<file path="src/rtl/imu_tcb_pkg.sv">
`default_nettype none
// ----------------------------------------------------------------------------
// imu_tcb_pkg
// Constants and the arctangent table shared by the tilt blend unit and its
// CORDIC engine.
// ----------------------------------------------------------------------------
package imu_tcb_pkg;

    localparam int ANG_W = 26;   // angle width, 2^-16 degree
    localparam int CX_W  = 28;   // CORDIC vector width

    localparam logic signed [ANG_W-1:0] DEG180 = 26'sd11796480;
    localparam logic signed [ANG_W-1:0] DEG90  = 26'sd5898240;

    localparam logic [17:0] GYRO_K     = 18'd251990;
    localparam logic [29:0] NS_PER_SEC = 30'd1000000000;
    localparam logic [16:0] WEIGHT_RST = 17'd62259;
    localparam logic [17:0] WEIGHT_ONE = 18'd65536;

    // atan(2^-i) in 2^-16 degree
    function automatic logic [21:0] atan_step(input logic [4:0] idx);
        logic [21:0] v;
        case (idx)
            5'd0:  v = 22'd2949120;
            5'd1:  v = 22'd1740967;
            5'd2:  v = 22'd919879;
            5'd3:  v = 22'd466945;
            5'd4:  v = 22'd234379;
            5'd5:  v = 22'd117266;
            5'd6:  v = 22'd58666;
            5'd7:  v = 22'd29335;
            5'd8:  v = 22'd14668;
            5'd9:  v = 22'd7334;
            5'd10: v = 22'd3667;
            5'd11: v = 22'd1833;
            5'd12: v = 22'd917;
            5'd13: v = 22'd458;
            5'd14: v = 22'd229;
            5'd15: v = 22'd115;
            5'd16: v = 22'd57;
            5'd17: v = 22'd29;
            5'd18: v = 22'd14;
            5'd19: v = 22'd7;
            5'd20: v = 22'd4;
            5'd21: v = 22'd2;
            5'd22: v = 22'd1;
            default: v = 22'd0;
        endcase
        return v;
    endfunction

endpackage
`default_nettype wire

</file>
<file path="src/rtl/imu_tcb_cordic.sv">
`default_nettype none
// ----------------------------------------------------------------------------
// imu_tcb_cordic
// Vectoring CORDIC atan2(y, x), one micro-rotation per cycle.
// ----------------------------------------------------------------------------
module imu_tcb_cordic
    import imu_tcb_pkg::*;
#(
    parameter int STEPS = 16
) (
    input  wire logic                    i_clk,
    input  wire logic                    i_rst_n,
    input  wire logic                    i_start,
    input  wire logic signed [CX_W-1:0]  i_x,
    input  wire logic signed [CX_W-1:0]  i_y,
    output logic                         o_busy,
    output logic signed [ANG_W-1:0]      o_z
);

    localparam int CW = $clog2(STEPS);

    logic                    r_busy, r_zero;
    logic [CW-1:0]           r_cnt;
    logic signed [CX_W-1:0]  r_x, r_y, n_x, n_y, xs, ys;
    logic signed [ANG_W-1:0] r_z, n_z, a;

    always_comb begin
        xs = r_x >>> r_cnt;
        ys = r_y >>> r_cnt;
        a  = $signed({4'b0, atan_step(5'(r_cnt))});
        if (!r_y[CX_W-1]) begin
            n_x = r_x + ys;
            n_y = r_y - xs;
            n_z = r_z + a;
        end else begin
            n_x = r_x - ys;
            n_y = r_y + xs;
            n_z = r_z - a;
        end
    end

    always_ff @(posedge i_clk) begin
        if (!i_rst_n) begin
            r_busy <= 1'b0;
        end else if (i_start) begin
            r_busy <= 1'b1;
        end else if (r_busy && r_cnt == CW'(STEPS - 1)) begin
            r_busy <= 1'b0;
        end
        if (i_start) begin
            r_cnt  <= '0;
            r_zero <= (i_x == '0) && (i_y == '0);
            // fold the left half-plane onto the right one
            if (i_x[CX_W-1]) begin
                r_x <= -i_x;
                r_y <= -i_y;
                r_z <= i_y[CX_W-1] ? -DEG180 : DEG180;
            end else begin
                r_x <= i_x;
                r_y <= i_y;
                r_z <= '0;
            end
        end else if (r_busy) begin
            r_cnt <= r_cnt + 1'b1;
            r_x   <= n_x;
            r_y   <= n_y;
            r_z   <= n_z;
        end
    end

    assign o_busy = r_busy;
    assign o_z    = r_zero ? '0 : r_z;

endmodule
`default_nettype wire

</file>
<file path="config.mk">
export PLATFORM = sky130hd
export DESIGN_NAME = imu_tcb_cordic
export DESIGN_NICKNAME = d
export VERILOG_FILES = /design/src/rtl/imu_tcb_pkg.sv /design/src/rtl/imu_tcb_cordic.sv
export SDC_FILE = /design/constraint.sdc
export NUM_CORES = 1
export LEC_CHECK = 0
export BUFFER_PORTS_ARGS = -buffer_cell sky130_fd_sc_hd__buf_2
export CAP_MARGIN = 20
export CORE_UTILIZATION = 38
export CTS_BUF_LIST = sky130_fd_sc_hd__clkbuf_4 sky130_fd_sc_hd__clkbuf_8 sky130_fd_sc_hd__clkbuf_16
export DETAILED_ROUTE_END_ITERATION = 7
export SYNTH_ARGS = -nofsm -noshare
export SYNTH_HDL_FRONTEND = slang
export SYNTH_SLANG_ARGS = --single-unit
</file>
<file path="constraint.sdc">
create_clock -name i_clk -period 7 [get_ports i_clk]
set_input_delay 0.7 -clock i_clk [delete_from_list [all_inputs] [get_ports i_clk]]
set_output_delay 0.7 -clock i_clk [all_outputs]
set_load 0.1 [all_outputs]
</file>
==> flow_summary.yaml, run 1 <==
outcome:
  status: "finished clean"
logic_synthesis:
  synthesis.area_per_instance_um2: 8.43
  yosys.cell_types.count: 89
  post_synth_instance_area_um2: 14000
  synth_area_leader_cell: "sky130_fd_sc_hd__edfxtp_1"
  async_flop_share_pct: 0
  number_of_enable_flip_flop_cells_after_synthesis: 83
  post_synth_main_area_contributors: "sky130_fd_sc_hd__edfxtp_1, sky130_fd_sc_hd__ha_1, sky130_fd_sc_hd__xnor2_1"
  synth.top_cells.by_count: "sky130_fd_sc_hd__nor2_1, sky130_fd_sc_hd__nand2_1, sky130_fd_sc_hd__a21oi_1, sky130_fd_sc_hd__o21ai_0, sky130_fd_sc_hd__xnor2_1"
  synth_seq_area_share_pct: 21.6
  synthesis.nets: 1824
  area_fraction_of_the_dominant_cell_type_after_synthesis_pct: 17.7
  most_instantiated_library_cell_after_synthesis: "sky130_fd_sc_hd__nor2_1"
  syn-instance-count: 1666
  yosysWarnings: 0
  ys_ff_latch: 110
  dominantRegCellSynth: "sky130_fd_sc_hd__edfxtp_1"
sta:
  totalNegativeSetupSlack_ps: 0
  timing.final.setup_violations: 0
  part_of_the_cycle_the_worst_path_needs_pct: 89.9
  final.setup_skew_ps: 13.5
  rsz0062_at_grt: "false"
  timing.max_slew.rel_slack_pct: 32.8
  final_max_slew_viol_count: 0
  max_freq_mhz: 159
  worst_pin_slew_ps: 1010
  hold_viol_final: 0
  period_needed_ps: 6290
placed_design:
  detailed_place.area_um2: 14800
  hpwl_after_dpl_um: 31800
  routabilityCongestion: 0.914
  port-buffer-count: 85
die:
  fp-row-count: 70
  fp.dieH_um: 194
  floorplan.io_pins: 86
  fp.coreArea_um2: 36500
  die_wd_um: 194
  initial_core_utilization_pct: 38.5
  die_outline_area_um2: 37700
global_route:
  grt.overflow.total: 0
  maximum_number_of_pins_on_one_net_before_global_route_repair: 59
  globalRouteTotalUtil_pct: 21.7
  grt_first_pass_wirelength_um: 65800
  layer_carrying_the_most_global_route_usage: "met2"
  vias_in_the_first_global_route: 12260
  grtUsageMet1_pct: 27.8
  global_route_track_usage_on_met3_pct: 2.19
  met2_usage_pct: 38.2
  initial_antenna_violation_count: 1
routing:
  vias: 12759
  drt-total-wl_um: 41200
  vias_per_cell: 5.88
  post_drt_wl_per_cell_um: 19.0
  postRouteAntennaNets: 0
  drc: 0
  drt-initial-drc-count: 1046
  drtPass1Iterations: 6
worst_setup_path:
  critPathBufInv: 3
  critical_path_class: "flip-flop to flip-flop"
  worst_ep_required_time_ps: 7110
  kind_of_cell_adding_the_most_delay_to_the_critical_path: "compound AO/OA/AOI/OAI gates"
  r2r_setup_slack_ps: 710
  worstSetupStartpointType: "flip-flop"
  critical_path_peak_fanout: 33
  critPathSlowestCell: "sky130_fd_sc_hd__dfxtp_2"
  worst_path_largest_cell_delay_ps: 820
  critical_path_cell_by_cell: "buf_4, nor2b_1, a222oi_1, mux2i_1, inv_1, ha_1, o21ai_0, nor2_1, a21oi_1, xnor2_1, ha_1, a211oi_1, o21ai_0, o221ai_1, o31ai_1, buf_4, a2111oi_0, o31ai_1, a311oi_1, xor2_1, o21ai_0"
  critPathMostFrequentCell: "sky130_fd_sc_hd__o21ai_0"
  worstPathArrival_ps: 6400
  critical_path.endpoint_type: "flip-flop"
cts:
  path_clk_slew_ps: 80
  clkLatencyLatePin_ps: 380
  cts_tree: "done"
  cts_root_buf: "sky130_fd_sc_hd__clkbuf_16"
  cts-htree-levels: 3
  cts_sinks: 110
  post_cts_resize_count: 0
  cts-hold-fix-buffers: 0
  cts-buffers-inserted: 9
  max-clock-path-buffers: 2
  post_cts_buffers: 0
layout:
  final_area_um2: 15100
  fraction_of_layout_instances_using_a_drive_strength_above_1_pct: 11.9
  area_growth_syn_to_layout_pct: 7.38
  final_net_count: 1855
  n_fill_cell: 3701
run:
  maximum_capacitance_violations: 0
hold_path:
  holdCritPathClass: "input port to flip-flop"
[stage by stage]
stage / cells / setup WS (ps) / hold slack (ps) / utilization (%)
after CTS: 2169 / 771 / 556 / 41.2
final: 2171 / 710 / 582 / 41.3
after detailed placement: 2153 / 790 / 663 / 40.4
after global placement: 2153 / 975 / 667 / 40.4
after floorplan: 1666 / 1320 / 605 / -
after global routing: 2170 / 26.7 / 596 / 41.3
[cells in the final DEF, fill, tap and decap left out, drive strengths merged, types with 10 or more instances in the layout]
master    n
nor2    154
nand2   146
a21oi   120
o21ai   120
xnor2   113
buf     102
ha       96
edfxtp   83
mux2i    62
xor2     61
inv      53
nor3     45
nor2b    43
mux4     38
nand3    36
o31ai    34
mux2     31
a21o     29
dfxtp    27
or3      23
a31oi    22
o22ai    19
o21a     19
nand2b   18
a211oi   18
and3     15
and2     13
o211ai   12
o41ai    11
nor4     10
[kinds of logic (layout without fill, tap and decap cells)]
| kind of cell | after synthesis | count (layout) | synth area share, % |
|---|---|---|---|
| XOR/XNOR | 176 | 176 | 11.2 |
| adder cells (fa/ha/maj) | 99 | 99 | 8.98 |
| other | 0 | 1 | 0 |
| flip-flops | 110 | 110 | 21.6 |
| AND/OR/NAND/NOR | 540 | 540 | 18.6 |
| multiplexers | 131 | 131 | 13.6 |
| AO/OA/AOI/OAI | 476 | 476 | 21.7 |
| buffers and inverters | 134 | 170 | 4.46 |
[final cells by class]
class | count | area (µm²) | area share, %
Clock buffer | 9 | 225 | 1.49
Timing Repair Buffer | 102 | 588 | 3.90
Inverter | 52 | 195 | 1.29
Antenna cell | 1 | 2.50 | 0.0166
Tap cell | 468 | 586 | 3.88
Multi-Input combinational cell | 1422 | 10400 | 68.9
Sequential cell | 110 | 3040 | 20.2
Clock inverter | 7 | 56.3 | 0.373
[sequential cells by signal (all words and copies together) (netlist names)]
| name | flops |
|---|---|
| r_x | 28 |
| r_y | 28 |
| r_z | 26 |
| a | 22 |
| r_cnt | 4 |
| o_busy | 1 |
| r_zero | 1 |
[path summary, 6_finish.rpt]
check,start,end,depth (start not counted)
setup / recovery,r_cnt[2],r_y[25],21
hold / removal,i_rst_n,o_busy,2
setup reg to reg,r_cnt[2],r_y[25],21
hold reg to reg,o_busy,o_busy,2
[routing by layer]
| metal | vias to the layer above | routed length (µm) |
|---|---|---|
| li1 | 6275 | - |
| met1 | 6113 | 18300 |
| met2 | 315 | 20200 |
| met3 | 56 | 1510 |
| met4 | 0 | 1120 |
| met5 | - | 0 |
Power of run 1 is left out: the tool's default activity adds up to more than one toggle a clock period on the data nets, which glitch-free logic cannot reach.
==> run 2: changes to the inputs <==
--- a/config.mk
+++ b/config.mk
@@ -8,6 +8,7 @@
 export BUFFER_PORTS_ARGS = -buffer_cell sky130_fd_sc_hd__buf_2
 export CAP_MARGIN = 20
+export CORE_MARGIN = 2
 export CORE_UTILIZATION = 38
-export CTS_BUF_LIST = sky130_fd_sc_hd__clkbuf_4 sky130_fd_sc_hd__clkbuf_8 sky130_fd_sc_hd__clkbuf_16
+export CTS_BUF_LIST = sky130_fd_sc_hd__clkbuf_4 sky130_fd_sc_hd__clkbuf_8
 export DETAILED_ROUTE_END_ITERATION = 7
 export SYNTH_ARGS = -nofsm -noshare
==> constraint.sdc (replaced) <==
create_clock -name i_clk -period 7 [get_ports i_clk]
set_input_delay 0.7 -clock i_clk [delete_from_list [all_inputs] [get_ports i_clk]]
set_output_delay 0.7 -clock i_clk [all_outputs]
set_load 0.05 [all_outputs]
==> run 2 against run 1 <==
Compared with the run above:
- worst hold slack lost 58 ps
- register-to-register slack gained 50 ps
- flip-flop and latch count is the same
- first-iteration DRC count shrank 4.3%
- die area grew 2.1%
- sequential share of layout area grew 0.089 points
- final cell count is essentially flat
- clock skew grew 7.9 ps
- cell area shrank 0.44%
==> flow_summary.yaml, run 2 (synthesized netlist as in run 1, its figures left out) <==
layout:
  area_growth_syn_to_layout_pct: 6.90
  regArea_um2: 3040
  fraction_of_layout_instances_using_a_drive_strength_above_1_pct: 12.0
  biggest_regs: "r_x (28), r_y (28), r_z (26)"
  final_common_cell: "sky130_fd_sc_hd__nor2_1"
  final_net_count: 1857
  mostFrequentLayoutCells: "sky130_fd_sc_hd__nor2_1, sky130_fd_sc_hd__nand2_1, sky130_fd_sc_hd__a21oi_1"
  multiInputGateArea_um2: 10400
  n_fill_cell: 3749
cts:
  cts_tree: "done"
  post_cts_buffers: 0
  cts_sinks: 110
  cts-htree-levels: 3
  cts_root_buf: "sky130_fd_sc_hd__clkbuf_8"
  path_clk_slew_ps: 130
  max-clock-path-buffers: 2
  cts-buffers-inserted: 9
  clkLatencyLatePin_ps: 430
placed_design:
  routabilityCongestion: 0.907
  port-buffer-count: 85
  hpwl_after_dpl_um: 31900
sta:
  totalNegativeSetupSlack_ps: 0
  worst_pin_slew_ps: 1000
  final.setup_skew_ps: 21.4
  hold_viol_final: 0
  part_of_the_cycle_the_worst_path_needs_pct: 89.2
  timing.max_slew.rel_slack_pct: 33.1
  rsz0062_at_grt: "false"
  final_max_slew_viol_count: 0
  max_freq_mhz: 160
  timing.final.setup_violations: 0
  period_needed_ps: 6240
run:
  maximum_capacitance_violations: 0
hold_path:
  holdCritPathClass: "input port to flip-flop"
worst_setup_path:
  critical_path_peak_fanout: 40
  critical_path_class: "flip-flop to flip-flop"
  worstPathArrival_ps: 6430
  critical_path.endpoint_type: "flip-flop"
  worst_ep_required_time_ps: 7190
  worstSetupStartpointType: "flip-flop"
die:
  fp.dieH_um: 196
  floorplan.io_pins: 86
  initial_core_utilization_pct: 38.5
  fp-row-count: 70
  fp.coreArea_um2: 36500
  die_outline_area_um2: 38500
  die_wd_um: 196
routing:
  vias_per_cell: 5.90
  postRouteAntennaNets: 0
  drc: 0
  drt-initial-drc-count: 1001
  drtPass1Iterations: 6
  vias: 12815
  post_drt_wl_per_cell_um: 19.0
  drt-total-wl_um: 41400
global_route:
  initial_antenna_violation_count: 1
  vias_in_the_first_global_route: 12524
  grt.overflow.total: 0
  globalRouteTotalUtil_pct: 21.3
  grt_first_pass_wirelength_um: 65800
  maximum_number_of_pins_on_one_net_before_global_route_repair: 59
outcome:
  status: "finished clean"
==> run 2: cell count changes in the layout (fill, tap and decap cells not counted), sizes merged <==
cell      previous run  this run
bufinv               0         1
clkinvlp             1         2
clkinv               5         2
inv                 53        54
buf                102       104
==> run 2: layout make-up <==
type | instances | share of cell area, %
Clock buffer | 9 | 0.825
Multi-Input combinational cell | 1422 | 69.2
Sequential cell | 110 | 20.2
Antenna cell | 1 | 0.0167
Timing Repair Buffer | 104 | 3.93
Inverter | 52 | 1.30
Clock inverter | 7 | 0.583
Tap cell | 468 | 3.90
==> run 2: repair_timing <==
action                                 4_1_cts  5_1_grt
setup endpoints to repair                    0        1
hold buffers                                 0        0
endpoints found under the hold margin        0        0
resized for setup                            0        1
==> run 2: per-stage QoR <==
stage / std cells / area [µm²] / setup slack (ps) / hold WS [ps] / utilization (%)
finish: 2173 / 15000 / 759 / 524 / 41.1
global route: 2172 / 15000 / 191 / 520 / 41.1
CTS: 2171 / 15000 / 782 / 505 / 41.0
detailed placement: 2155 / 14800 / 844 / 666 / 40.4
global placement: 2155 / 14800 / 966 / 662 / 40.4
floorplan: 1666 / 14000 / 1320 / 604 / -
==> run 2: final timing paths <==
check	start	endpoint	slack (ps)	depth (start not counted)
worst max-delay path	r_cnt[1]	r_x[27]	760	20
worst min-delay path	i_rst_n	o_busy	520	2
worst max register to register	r_cnt[1]	r_x[27]	760	20
worst min register to register	o_busy	o_busy	680	2
==> run 2: per-layer routing <==
layer	track usage (%)	up-vias	part of all wire [%]
met1	27.0	6180	45
met2	37.0	267	48
li1	-	6289	-
met3	2.30	79	3.6
met4	8.75	0	3.9
met5	0	-	0
==> run 2: worst max-delay path: stages (launching register included) <==
cell and delay, ps:
sky130_fd_sc_hd__dfxtp_4 750, sky130_fd_sc_hd__buf_4 410, sky130_fd_sc_hd__mux4_1 620, sky130_fd_sc_hd__nand2_1 120, sky130_fd_sc_hd__nand3_1 100, sky130_fd_sc_hd__o41ai_2 520, sky130_fd_sc_hd__nand2_1 200, sky130_fd_sc_hd__or3b_1 520
sky130_fd_sc_hd__o21a_1 230, sky130_fd_sc_hd__xnor2_1 140, sky130_fd_sc_hd__o22ai_1 110, sky130_fd_sc_hd__ha_1 360, sky130_fd_sc_hd__and3_1 170, sky130_fd_sc_hd__and2_1 200, sky130_fd_sc_hd__a31oi_1 180, sky130_fd_sc_hd__o21ai_0 100
sky130_fd_sc_hd__nor3_1 320, sky130_fd_sc_hd__o21ai_0 200, sky130_fd_sc_hd__o41a_1 350, sky130_fd_sc_hd__xnor3_1 200, sky130_fd_sc_hd__o21a_1 180
Power of run 2 is left out for the same reason.
