$ cat config.mk
export PLATFORM = sky130hd
export DESIGN_NAME = imu_tcb_isqrt
export DESIGN_NICKNAME = d
export VERILOG_FILES = /design/src/rtl/imu_tcb_pkg.sv /design/src/rtl/imu_tcb_isqrt.sv
export SDC_FILE = /design/constraint.sdc
export NUM_CORES = 1
export LEC_CHECK = 0
export CAP_MARGIN = 5
export CORE_UTILIZATION = 45
export DETAILED_ROUTE_END_ITERATION = 7
export DONT_BUFFER_PORTS = 1
export SETUP_SLACK_MARGIN = 0.02
export SYNTH_ARGS = -nofsm -noshare
export SYNTH_HDL_FRONTEND = slang
export SYNTH_SLANG_ARGS = --single-unit
export TNS_END_PERCENT = 100
$ cat constraint.sdc
create_clock -name i_clk -period 7.8 [get_ports i_clk]
set_input_delay 1.56 -clock i_clk [delete_from_list [all_inputs] [get_ports i_clk]]
set_output_delay 1.56 -clock i_clk [all_outputs]
set_load 0.02 [all_outputs]
$ cat src/rtl/imu_tcb_pkg.sv
`default_nettype none
// ----------------------------------------------------------------------------
// imu_tcb_pkg
// Constants and the arctangent table shared by the tilt blend unit and its
// CORDIC engine.
// ----------------------------------------------------------------------------
package imu_tcb_pkg;

    localparam int ANG_W = 26;   // angle width, 2^-16 degree
    localparam int CX_W  = 28;   // CORDIC vector width

    localparam logic signed [ANG_W-1:0] DEG180 = 26'sd11796480;
    localparam logic signed [ANG_W-1:0] DEG90  = 26'sd5898240;

    localparam logic [17:0] GYRO_K     = 18'd251990;
    localparam logic [29:0] NS_PER_SEC = 30'd1000000000;
    localparam logic [16:0] WEIGHT_RST = 17'd62259;
    localparam logic [17:0] WEIGHT_ONE = 18'd65536;

    // atan(2^-i) in 2^-16 degree
    function automatic logic [21:0] atan_step(input logic [4:0] idx);
        logic [21:0] v;
        case (idx)
            5'd0:  v = 22'd2949120;
            5'd1:  v = 22'd1740967;
            5'd2:  v = 22'd919879;
            5'd3:  v = 22'd466945;
            5'd4:  v = 22'd234379;
            5'd5:  v = 22'd117266;
            5'd6:  v = 22'd58666;
            5'd7:  v = 22'd29335;
            5'd8:  v = 22'd14668;
            5'd9:  v = 22'd7334;
            5'd10: v = 22'd3667;
            5'd11: v = 22'd1833;
            5'd12: v = 22'd917;
            5'd13: v = 22'd458;
            5'd14: v = 22'd229;
            5'd15: v = 22'd115;
            5'd16: v = 22'd57;
            5'd17: v = 22'd29;
            5'd18: v = 22'd14;
            5'd19: v = 22'd7;
            5'd20: v = 22'd4;
            5'd21: v = 22'd2;
            5'd22: v = 22'd1;
            default: v = 22'd0;
        endcase
        return v;
    endfunction

endpackage
`default_nettype wire

$ cat src/rtl/imu_tcb_isqrt.sv
`default_nettype none
// ----------------------------------------------------------------------------
// imu_tcb_isqrt
// Integer square root of a 48-bit value, one result bit per cycle.
// ----------------------------------------------------------------------------
module imu_tcb_isqrt
    import imu_tcb_pkg::*;
(
    input  wire logic        i_clk,
    input  wire logic        i_rst_n,
    input  wire logic        i_start,
    input  wire logic [47:0] i_val,
    output logic             o_busy,
    output logic [23:0]      o_root
);

    logic        r_busy;
    logic [47:0] r_v, r_res, r_bit;
    logic [47:0] n_v, n_res;
    logic [47:0] trial;

    always_comb begin
        trial = r_res + r_bit;
        if (r_v >= trial) begin
            n_v   = r_v - trial;
            n_res = (r_res >> 1) + r_bit;
        end else begin
            n_v   = r_v;
            n_res = r_res >> 1;
        end
    end

    always_ff @(posedge i_clk) begin
        if (!i_rst_n) begin
            r_busy <= 1'b0;
        end else if (i_start) begin
            r_busy <= 1'b1;
        end else if (r_busy && r_bit[0]) begin
            r_busy <= 1'b0;
        end
        if (i_start) begin
            r_v   <= i_val;
            r_res <= '0;
            r_bit <= 48'h1 << 46;
        end else if (r_busy) begin
            r_v   <= n_v;
            r_res <= n_res;
            r_bit <= r_bit >> 2;
        end
    end

    assign o_busy = r_busy;
    assign o_root = r_res[23:0];

endmodule
`default_nettype wire

==> results.toml, run 1 <==
[timing]
rsz0062_at_grt = "false"
slew_headroom = 0.3949
tns_ps = 0
setup_slack_ps = 1286
maxSlewViolCount = 0
final_hold_viol_count = 0
fin_crit_sh = 0.8351
worst_slew_pin_slew_ps = 900.6
finalSetupViolCount = 0
skew_ps = 19.17
period_minus_slack_ps = 6514
max_freq_mhz = 153.5

[clocking]
clkTransAtPathRegs_ps = 70
cts_num_sinks = 121
post_cts_resized = 0
worst_skew_pair.late_latency_ps = 430
clockBufferDepth = 2
cts_max_level = 4
cts_buffers = 17
cts-root-buf = "clkbuf_16"
cts_tree = "done"
cts_hold_buf = 0
post_cts_buffers = 0

[drt]
finalWirelength_um = 32400
num_vias = 10290
drtAntennaViolNets = 0
avgRoutedWirePerCell_um = 19.37
wl_met1_um = 15310
routed.top_layer = "met4"
first_pass_iters = 5
wl_met2_um = 14050
drt_iter0_markers = 812
route.met3.wl_um = 2348
via_per_inst = 6.150
drc = 0

[logic_synthesis]
synth_cell_types = 88
ys_top_cells_by_area = "dfxtp_1 13%, edfxtp_1 13%, ha_1 11%"
synth_flop_cell = "dfxtp_1"
synth-async-reset-ratio = 0
yosys-top-cells-count = "153 x nand2_1, 120 x nor2_1, 98 x ha_1, 97 x o21ai_0, 74 x a21oi_1"
avgSynthCellArea_um2 = 8.104
seq_area_frac_synth = 0.2560
ys_seq_elements = 121
synth_area_leader_cell = "dfxtp_1"
ys_warn_count = 0
syn-instance-count = 1399
synth.top_cell.area_share = 0.1289
synth_fp_nets = 1549
synth.cell_area_um2 = 11340
synth-edff-count = 48
yosysMostFrequentCell = "nand2_1"

[setup_path]
cp-end-kind = "register"
worstSetupPathType = "register to register"
rr_worst_depth = 17
r2r_slack_ps = 1290
crit_required_ps = 7850
worst-path-max-fanout = 48
start_kind = "register"
r2r-end = "r_v[40]"
r2r-start = "r_res[10]"
cp.arrival_ps = 6560

[grt]
grt_pass1_wl_um = 51630
grt_max_degree = 167
grt_pass1_vias = 9544
overflow = 0
antenna_found_initial = 0
track_usage = 0.2521

[die]
dieWidth_um = 160.7
ios = 76
rows = 57
initial_core_util = 0.4621
die_h_um = 160.7
core-area_um2 = 24530
die_area_um2 = 25830

[final_layout]
stdcell_count = 1673
insertedDiodeCount = 0
drive_gt1_frac = 0.06820
area_growth_syn_to_layout_pct = 5.088
nets = 1486
fin_util = 0.4856

[power_and_ir_drop]
p_leak_nw = 4.467
power_mw = 4.405
power_density_nw_per_um2 = 369.8
vdd_drop_max_v = 0.0001558

[status]
status = "completed"

[placed_design]
port_buffers = 0
post-place-ws_ps = 1353
hpwlAfterDp_um = 23940
numPlacedInstances = 1641
routabilityCongestion = 0.8885

[run]
drv_cap = 0

[worst_hold_path]
hp-start = "r_bit[46]"
whs_path_depth = 1
min_to = "r_bit[46]"
hold_class = "register to register"
-- flip-flops by register name, indices dropped and copies added (netlist names) --
| signal | flops |
|---|---|
| r_res | 48 |
| r_v | 48 |
| r_bit | 24 |
| o_busy | 1 |
-- cell type report --
cell class | count | area [um2]
Clock buffer | 18 | 450.4
Sequential cell | 121 | 2907
Fill cell | 2441 | 12620
Inverter | 30 | 112.6
Timing Repair Buffer | 11 | 82.58
Tap cell | 324 | 405.4
Multi-Input combinational cell | 1155 | 7845
Clock inverter | 14 | 111.4
-- cells by family after synthesis --
kind of cell | share of synthesized area
xor+xnor | 0.08575
buf+inv | 0.05297
compound gates | 0.2579
simple gates | 0.2060
mux | 0.03134
flops | 0.2560
fa+ha+maj | 0.1099
-- where the power goes --
group	switching, mW	internal (mW)
combinational	1.58	0.971
clock	0.337	0.432
sequential	0.197	0.891
total	2.11	2.29
-- metal layers --
metal | track usage | vias up
met5 | 0 | -
met4 | 0.08105 | 0
met3 | 0.05501 | 50
met2 | 0.3811 | 348
met1 | 0.3546 | 4809
li1 | - | 5082
-- cell usage in the layout (no fill, tap or decap), types with 10 or more instances in the layout --
| cell | instances |
|---|---|
| nor3b_1 | 10 |
| a211oi_1 | 29 |
| ha_1 | 98 |
| and3_1 | 17 |
| o21ai_0 | 96 |
| mux2i_1 | 31 |
| nand3_1 | 38 |
| clkbuf_16 | 18 |
| or3_1 | 11 |
| xnor2_1 | 51 |
| nand2b_1 | 11 |
| a21o_1 | 29 |
| edfxtp_1 | 48 |
| a21oi_1 | 74 |
| a311oi_1 | 11 |
| o21ai_1 | 11 |
| a31oi_1 | 43 |
| a31o_2 | 13 |
| nand4_1 | 26 |
| nor2b_1 | 19 |
| nor3_1 | 39 |
| dfxtp_1 | 72 |
| o21bai_1 | 15 |
| buf_4 | 11 |
| xor2_1 | 60 |
| o211ai_1 | 16 |
| inv_1 | 29 |
| o31ai_1 | 15 |
| nand2_1 | 153 |
| nor2_1 | 120 |
-- stage by stage --
stage | hold slack, ps | instance area, um2
final | 536.9 | 11910
after global routing | 563.8 | 11910
after detailed placement | 521.7 | 11350
after global placement | 516.9 | 11350
after floorplan | 477.7 | 11340
after CTS | 536.4 | 11910
-- worst max-delay path, stage by stage (launching register included) --
cell and delay, ps:
dfxtp_1 640, ha_1 290, nand4_1 220, or3_1 420, or3_1 370, nand4_1 190, nand3_2 150, a21boi_1 260
o311ai_1 160, mux2_1 360, a2111oi_2 370, ha_1 280, nand4_1 140, o21ai_1 360, or4b_1 760, nand2_8 310
o21ai_4 210, buf_4 530
-- how the worst max path moves through the flow --
stage,start,to,depth (start not counted),slack [ps]
after global routing,r_res[0],r_v[26],19,790
after detailed placement,r_res[0],r_v[45],20,1350
final,r_res[10],r_v[40],17,1290
after floorplan,r_res[10],r_v[0],18,1160
after global placement,r_res[10],r_v[27],17,1440
after CTS,r_res[0],r_v[28],20,1300
(Power assumes the default switching activity.)
==> run 2: changes to the inputs <==
==> constraint.sdc (replaced) <==
create_clock -name i_clk -period 6.05 [get_ports i_clk]
set_input_delay 1.21 -clock i_clk [delete_from_list [all_inputs] [get_ports i_clk]]
set_output_delay 1.21 -clock i_clk [all_outputs]
set_load 0.02 [all_outputs]
==> results.toml, run 2 (synthesis results as in run 1) <==
[setup_path]
rr_worst_depth = 19
cp.arrival_ps = 5820
start_kind = "register"
slowest_stage = "or4b_1"
critical_path.cell_chain = "ha_1 -> a21o_1 -> a31oi_1 -> o31ai_2 -> o211ai_1 -> buf_4 -> a21oi_1 -> nor2_1 -> nor3_1 -> o21ai_0 -> xor2_1 -> ha_1 -> a21o_1 -> a21oi_1 -> o21ai_1 -> or4b_1 -> nand2_8 -> o21ai_4 -> buf_12"
crit_required_ps = 6200
r2r_slack_ps = 380
r2r-end = "r_v[8]"
path_buf_inv = 2
r2r-start = "r_res[1]"
cp-end-kind = "register"
worstSetupPathType = "register to register"
worst-path-max-fanout = 47
cp_top_family = "compound AO/OA/AOI/OAI gates"
slowest_delay_ps = 640

[drt]
avgRoutedWirePerCell_um = 19.42
first_pass_iters = 6
drc = 0
drt_iter0_markers = 807
num_vias = 10420
drtAntennaViolNets = 0
finalWirelength_um = 33060
via_per_inst = 6.122

[worst_hold_path]
whs_path_depth = 1
hold_class = "register to register"
hp-start = "r_bit[46]"
min_to = "r_bit[46]"

[clocking]
cts_tree = "done"
cts_num_sinks = 121
cts_buffers = 17
clkTransAtPathRegs_ps = 60
worst_skew_pair.late_latency_ps = 430
post_cts_buffers = 0
cts-root-buf = "clkbuf_16"
cts_max_level = 4
clockBufferDepth = 2

[timing]
skew_ps = 12.13
maxSlewViolCount = 0
tns_ps = 0
fin_crit_sh = 0.9379
period_minus_slack_ps = 5674
final_hold_viol_count = 0
max_freq_mhz = 176.2
finalSetupViolCount = 0
rsz0062_at_grt = "false"
slew_headroom = 0.3669
worst_slew_pin_slew_ps = 942.4

[final_layout]
final_common_cell = "nand2_1"
insertedDiodeCount = 0
final_cell_mix = "153 x nand2_1, 120 x nor2_1, 98 x ha_1, 96 x o21ai_0, 74 x a21oi_1"
drive_gt1_frac = 0.08708
largest_registers = "r_res (48), r_v (48), r_bit (24)"
nets = 1515
stdcell_count = 1702
area_growth_syn_to_layout_pct = 7.450
nFillCells = 2474

[placed_design]
hpwlAfterDp_um = 24300
numPlacedInstances = 1670
port_buffers = 0
routabilityCongestion = 0.8787

[grt]
antenna_found_initial = 0
grt_pass1_vias = 9723
track_usage = 0.2594
overflow = 0
grt_max_degree = 167
grt_pass1_wl_um = 52940

[power_and_ir_drop]
p_leak_nw = 4.635
power_density_nw_per_um2 = 479.9
vdd_drop_max_v = 0.0002344

[die]
rows = 57
ios = 76
dieWidth_um = 160.7
die_h_um = 160.7
die_area_um2 = 25830
initial_core_util = 0.4621
core-area_um2 = 24530

[run]
drv_cap = 0

[status]
status = "completed"
[run 2: cell count changes in the layout (fill, tap and decap cells not counted), sizes merged]
cell	delta
clkbuf	+1
buf	+29
bufinv	+3
clkinvlp	+1
inv	-5
[run 2: through the flow]
stage / instance area, um2 / hold WS (ps) / power (mW) / setup slack, ps / utilization
2_1_floorplan: 11340 / 477.7 / 3.916 / 331.5 / -
3_3_place_gp: 11580 / 521.2 / 4.685 / 389.3 / 0.4721
3_5_place_dp: 11580 / 521.7 / 4.707 / 255.1 / 0.4721
4_1_cts: 12180 / 535.7 / 5.812 / 219.9 / 0.4963
5_1_grt: 12180 / 583.5 / 6.269 / 93.75 / 0.4965
6_report: 12180 / 529.8 / 5.846 / 375.7 / 0.4965
[run 2: worst max-delay path by stage]
stage               startpoint         to  slack (ps)  depth (start not counted)
finish                r_res[1]     r_v[8]         380                         19
CTS                   r_res[1]    r_v[46]         220                         19
detailed placement    r_res[1]     r_v[0]         260                         19
global placement      r_res[1]     r_v[0]         390                         20
global route          r_res[1]  r_res[45]          90                         20
floorplan            r_res[10]     r_v[0]         330                         18
[run 2: layout make-up]
| class | instances | area [um2] | area share |
|---|---|---|---|
| Multi-Input combinational cell | 1155 | 7850 | 0.6444 |
| Sequential cell | 121 | 2907 | 0.2386 |
| Clock buffer | 19 | 442.9 | 0.03636 |
| Tap cell | 324 | 405.4 | 0.03328 |
| Timing Repair Buffer | 40 | 312.8 | 0.02568 |
| Clock inverter | 13 | 151.4 | 0.01243 |
| Inverter | 30 | 112.6 | 0.009244 |
[run 2: worst register-to-register path, cell delays in order, from the launching register on]
cell,delay [ps]
dfxtp_1,570
ha_1,260
a21o_1,140
a31oi_1,170
o31ai_2,560
o211ai_1,180
buf_4,180
a21oi_1,280
nor2_1,140
nor3_1,190
o21ai_0,110
xor2_1,250
ha_1,360
a21o_1,190
a21oi_1,300
o21ai_1,220
or4b_1,640
nand2_8,260
o21ai_4,100
buf_12,240
[run 2: layer usage]
| layer | up-vias | share of wire | GRT usage |
|---|---|---|---|
| li1 | 5134 | - | - |
| met1 | 4946 | 0.48 | 0.3670 |
| met2 | 309 | 0.44 | 0.4028 |
| met3 | 31 | 0.062 | 0.04830 |
| met4 | 0 | 0.015 | 0.06818 |
| met5 | - | 0 | 0 |
[run 2: power breakdown]
group          total [mW]  internal [mW]  switching (mW)
clock                1.07          0.655           0.415
combinational        3.48           1.32            2.16
sequential           1.30           1.15           0.152
[run 2: timing repair]
item / in CTS / in global routing
hold buffers: 0 / 0
setup endpoints to repair: 0 / 57
gates resized for setup: 0 / 1
==> run 3: changes to the inputs <==
--- a/config.mk
+++ b/config.mk
@@ -9,6 +9,7 @@
 export CORE_UTILIZATION = 45
 export DETAILED_ROUTE_END_ITERATION = 7
 export DONT_BUFFER_PORTS = 1
+export GPL_TIMING_DRIVEN = 0
 export SETUP_SLACK_MARGIN = 0.02
 export SYNTH_ARGS = -nofsm -noshare
 export SYNTH_HDL_FRONTEND = slang
==> results.toml, run 3 (synthesis results as in run 1) <==
[status]
status = "completed"

[grt]
track_usage = 0.2856
grt_pass1_vias = 10210
antenna_found_initial = 0
overflow = 0
grt_pass1_wl_um = 57130
grt_max_degree = 26

[timing]
skew_ps = 16.03
holdWs_ps = 531.7
final_hold_viol_count = 0
period_minus_slack_ps = 5789
max_freq_mhz = 172.7
fin_crit_sh = 0.9569
finalSetupViolCount = 0
maxSlewViolCount = 0
rsz0062_at_grt = "false"
slew_headroom = 0.3449
tns_ps = 0
worst_slew_pin_slew_ps = 982.7
setup_slack_ps = 260.5

[final_layout]
final_common_cell = "nand2_1"
drive_gt1_frac = 0.09931
area_growth_syn_to_layout_pct = 10.89
stdcell_count = 1764
final_cell_mix = "152 x nand2_1, 120 x nor2_1, 98 x ha_1, 96 x o21ai_0, 74 x a21oi_1"
design_area_um2 = 12570
nFillCells = 2425
nets = 1577
fin_util = 0.5124
largest_registers = "r_res (48), r_v (48), r_bit (24)"
insertedDiodeCount = 0

[setup_path]
cp-end-kind = "register"
start_kind = "register"
worst-path-max-fanout = 25
cp.arrival_ps = 5970
worstSetupPathType = "register to register"
crit_required_ps = 6230

[drt]
drtAntennaViolNets = 0
avgRoutedWirePerCell_um = 21.02
first_pass_iters = 6
drc = 0
via_per_inst = 6.098
num_vias = 10760
drt_iter0_markers = 830
finalWirelength_um = 37080

[die]
dieWidth_um = 160.7
die_h_um = 160.7
initial_core_util = 0.4621
core-area_um2 = 24530
rows = 57
die_area_um2 = 25830
ios = 76

[power_and_ir_drop]
vdd_drop_max_v = 0.0001998
power_density_nw_per_um2 = 486.4
power_mw = 6.115
p_leak_nw = 4.787

[clocking]
cts_tree = "done"
cts_buffers = 17
cts-root-buf = "clkbuf_16"
clkTransAtPathRegs_ps = 60
worst_skew_pair.late_latency_ps = 440
cts_max_level = 4
cts_num_sinks = 121
clockBufferDepth = 2

[placed_design]
numPlacedInstances = 1725
routabilityCongestion = 0.9558
post-place-ws_ps = -295.7
hpwlAfterDp_um = 28340
port_buffers = 0
placed_area_um2 = 11800

[worst_hold_path]
hold_class = "register to register"

[run]
drv_cap = 0
[run 3: cell type report]
class                           instances  area (um2)  share of cell area
Clock inverter                         14       180.2             0.01433
Inverter                               30       112.6            0.008957
Tap cell                              324       405.4             0.03225
Sequential cell                       121        2904              0.2310
Multi-Input combinational cell       1155        7930              0.6308
Clock buffer                           18       429.2             0.03414
Buffer                                 93       498.0             0.03961
Timing Repair Buffer                    9       112.6            0.008957
[run 3: metal layers]
layer / share of wire / track usage / up-vias
met5: 0 / 0 / -
met3: 0.064 / 0.04339 / 52
li1: - / - / 5262
met2: 0.45 / 0.4630 / 377
met4: 0.018 / 0.07504 / 0
met1: 0.47 / 0.3940 / 5066
[run 3: where the power goes]
| group | switching (mW) | leakage [nW] | internal [mW] | total [mW] |
|---|---|---|---|---|
| Combinational | 2.26 | 3.42 | 1.42 | 3.68 |
| Clock | 0.419 | 0.295 | 0.684 | 1.10 |
| Sequential | 0.185 | 1.08 | 1.15 | 1.33 |
[run 3: final timing paths]
kind	cells after the start	slack (ps)	start	to
worst max register to register	20	260	r_res[12]	r_v[25]
worst max-delay path	20	260	r_res[12]	r_v[25]
worst min register to register	1	530	r_bit[46]	r_bit[46]
worst min-delay path	1	530	r_bit[46]	r_bit[46]
[run 3: repair_timing]
action | in CTS | in global routing
gates resized for setup | 4 | 22
hold buffers | 0 | 0
buffers inserted | 3 | 4
setup endpoints to repair | 74 | 87
pin swaps | 1 | 2
[run 3: critical path, stage by stage (launching register included)]
cell       delay [ps]
dfxtp_1           400
ha_1              390
nand4_1           210
or3_1             400
or3_1             370
nand4_1           210
nand3_2           160
a21boi_2          230
o311ai_1          140
mux2_1            370
a2111oi_2         410
ha_1              360
a21oi_1           270
o21ai_4           150
or4b_1            470
buf_4             210
nand2_8           110
buf_6             190
o21ai_4            80
buf_12            190
buf_12            160
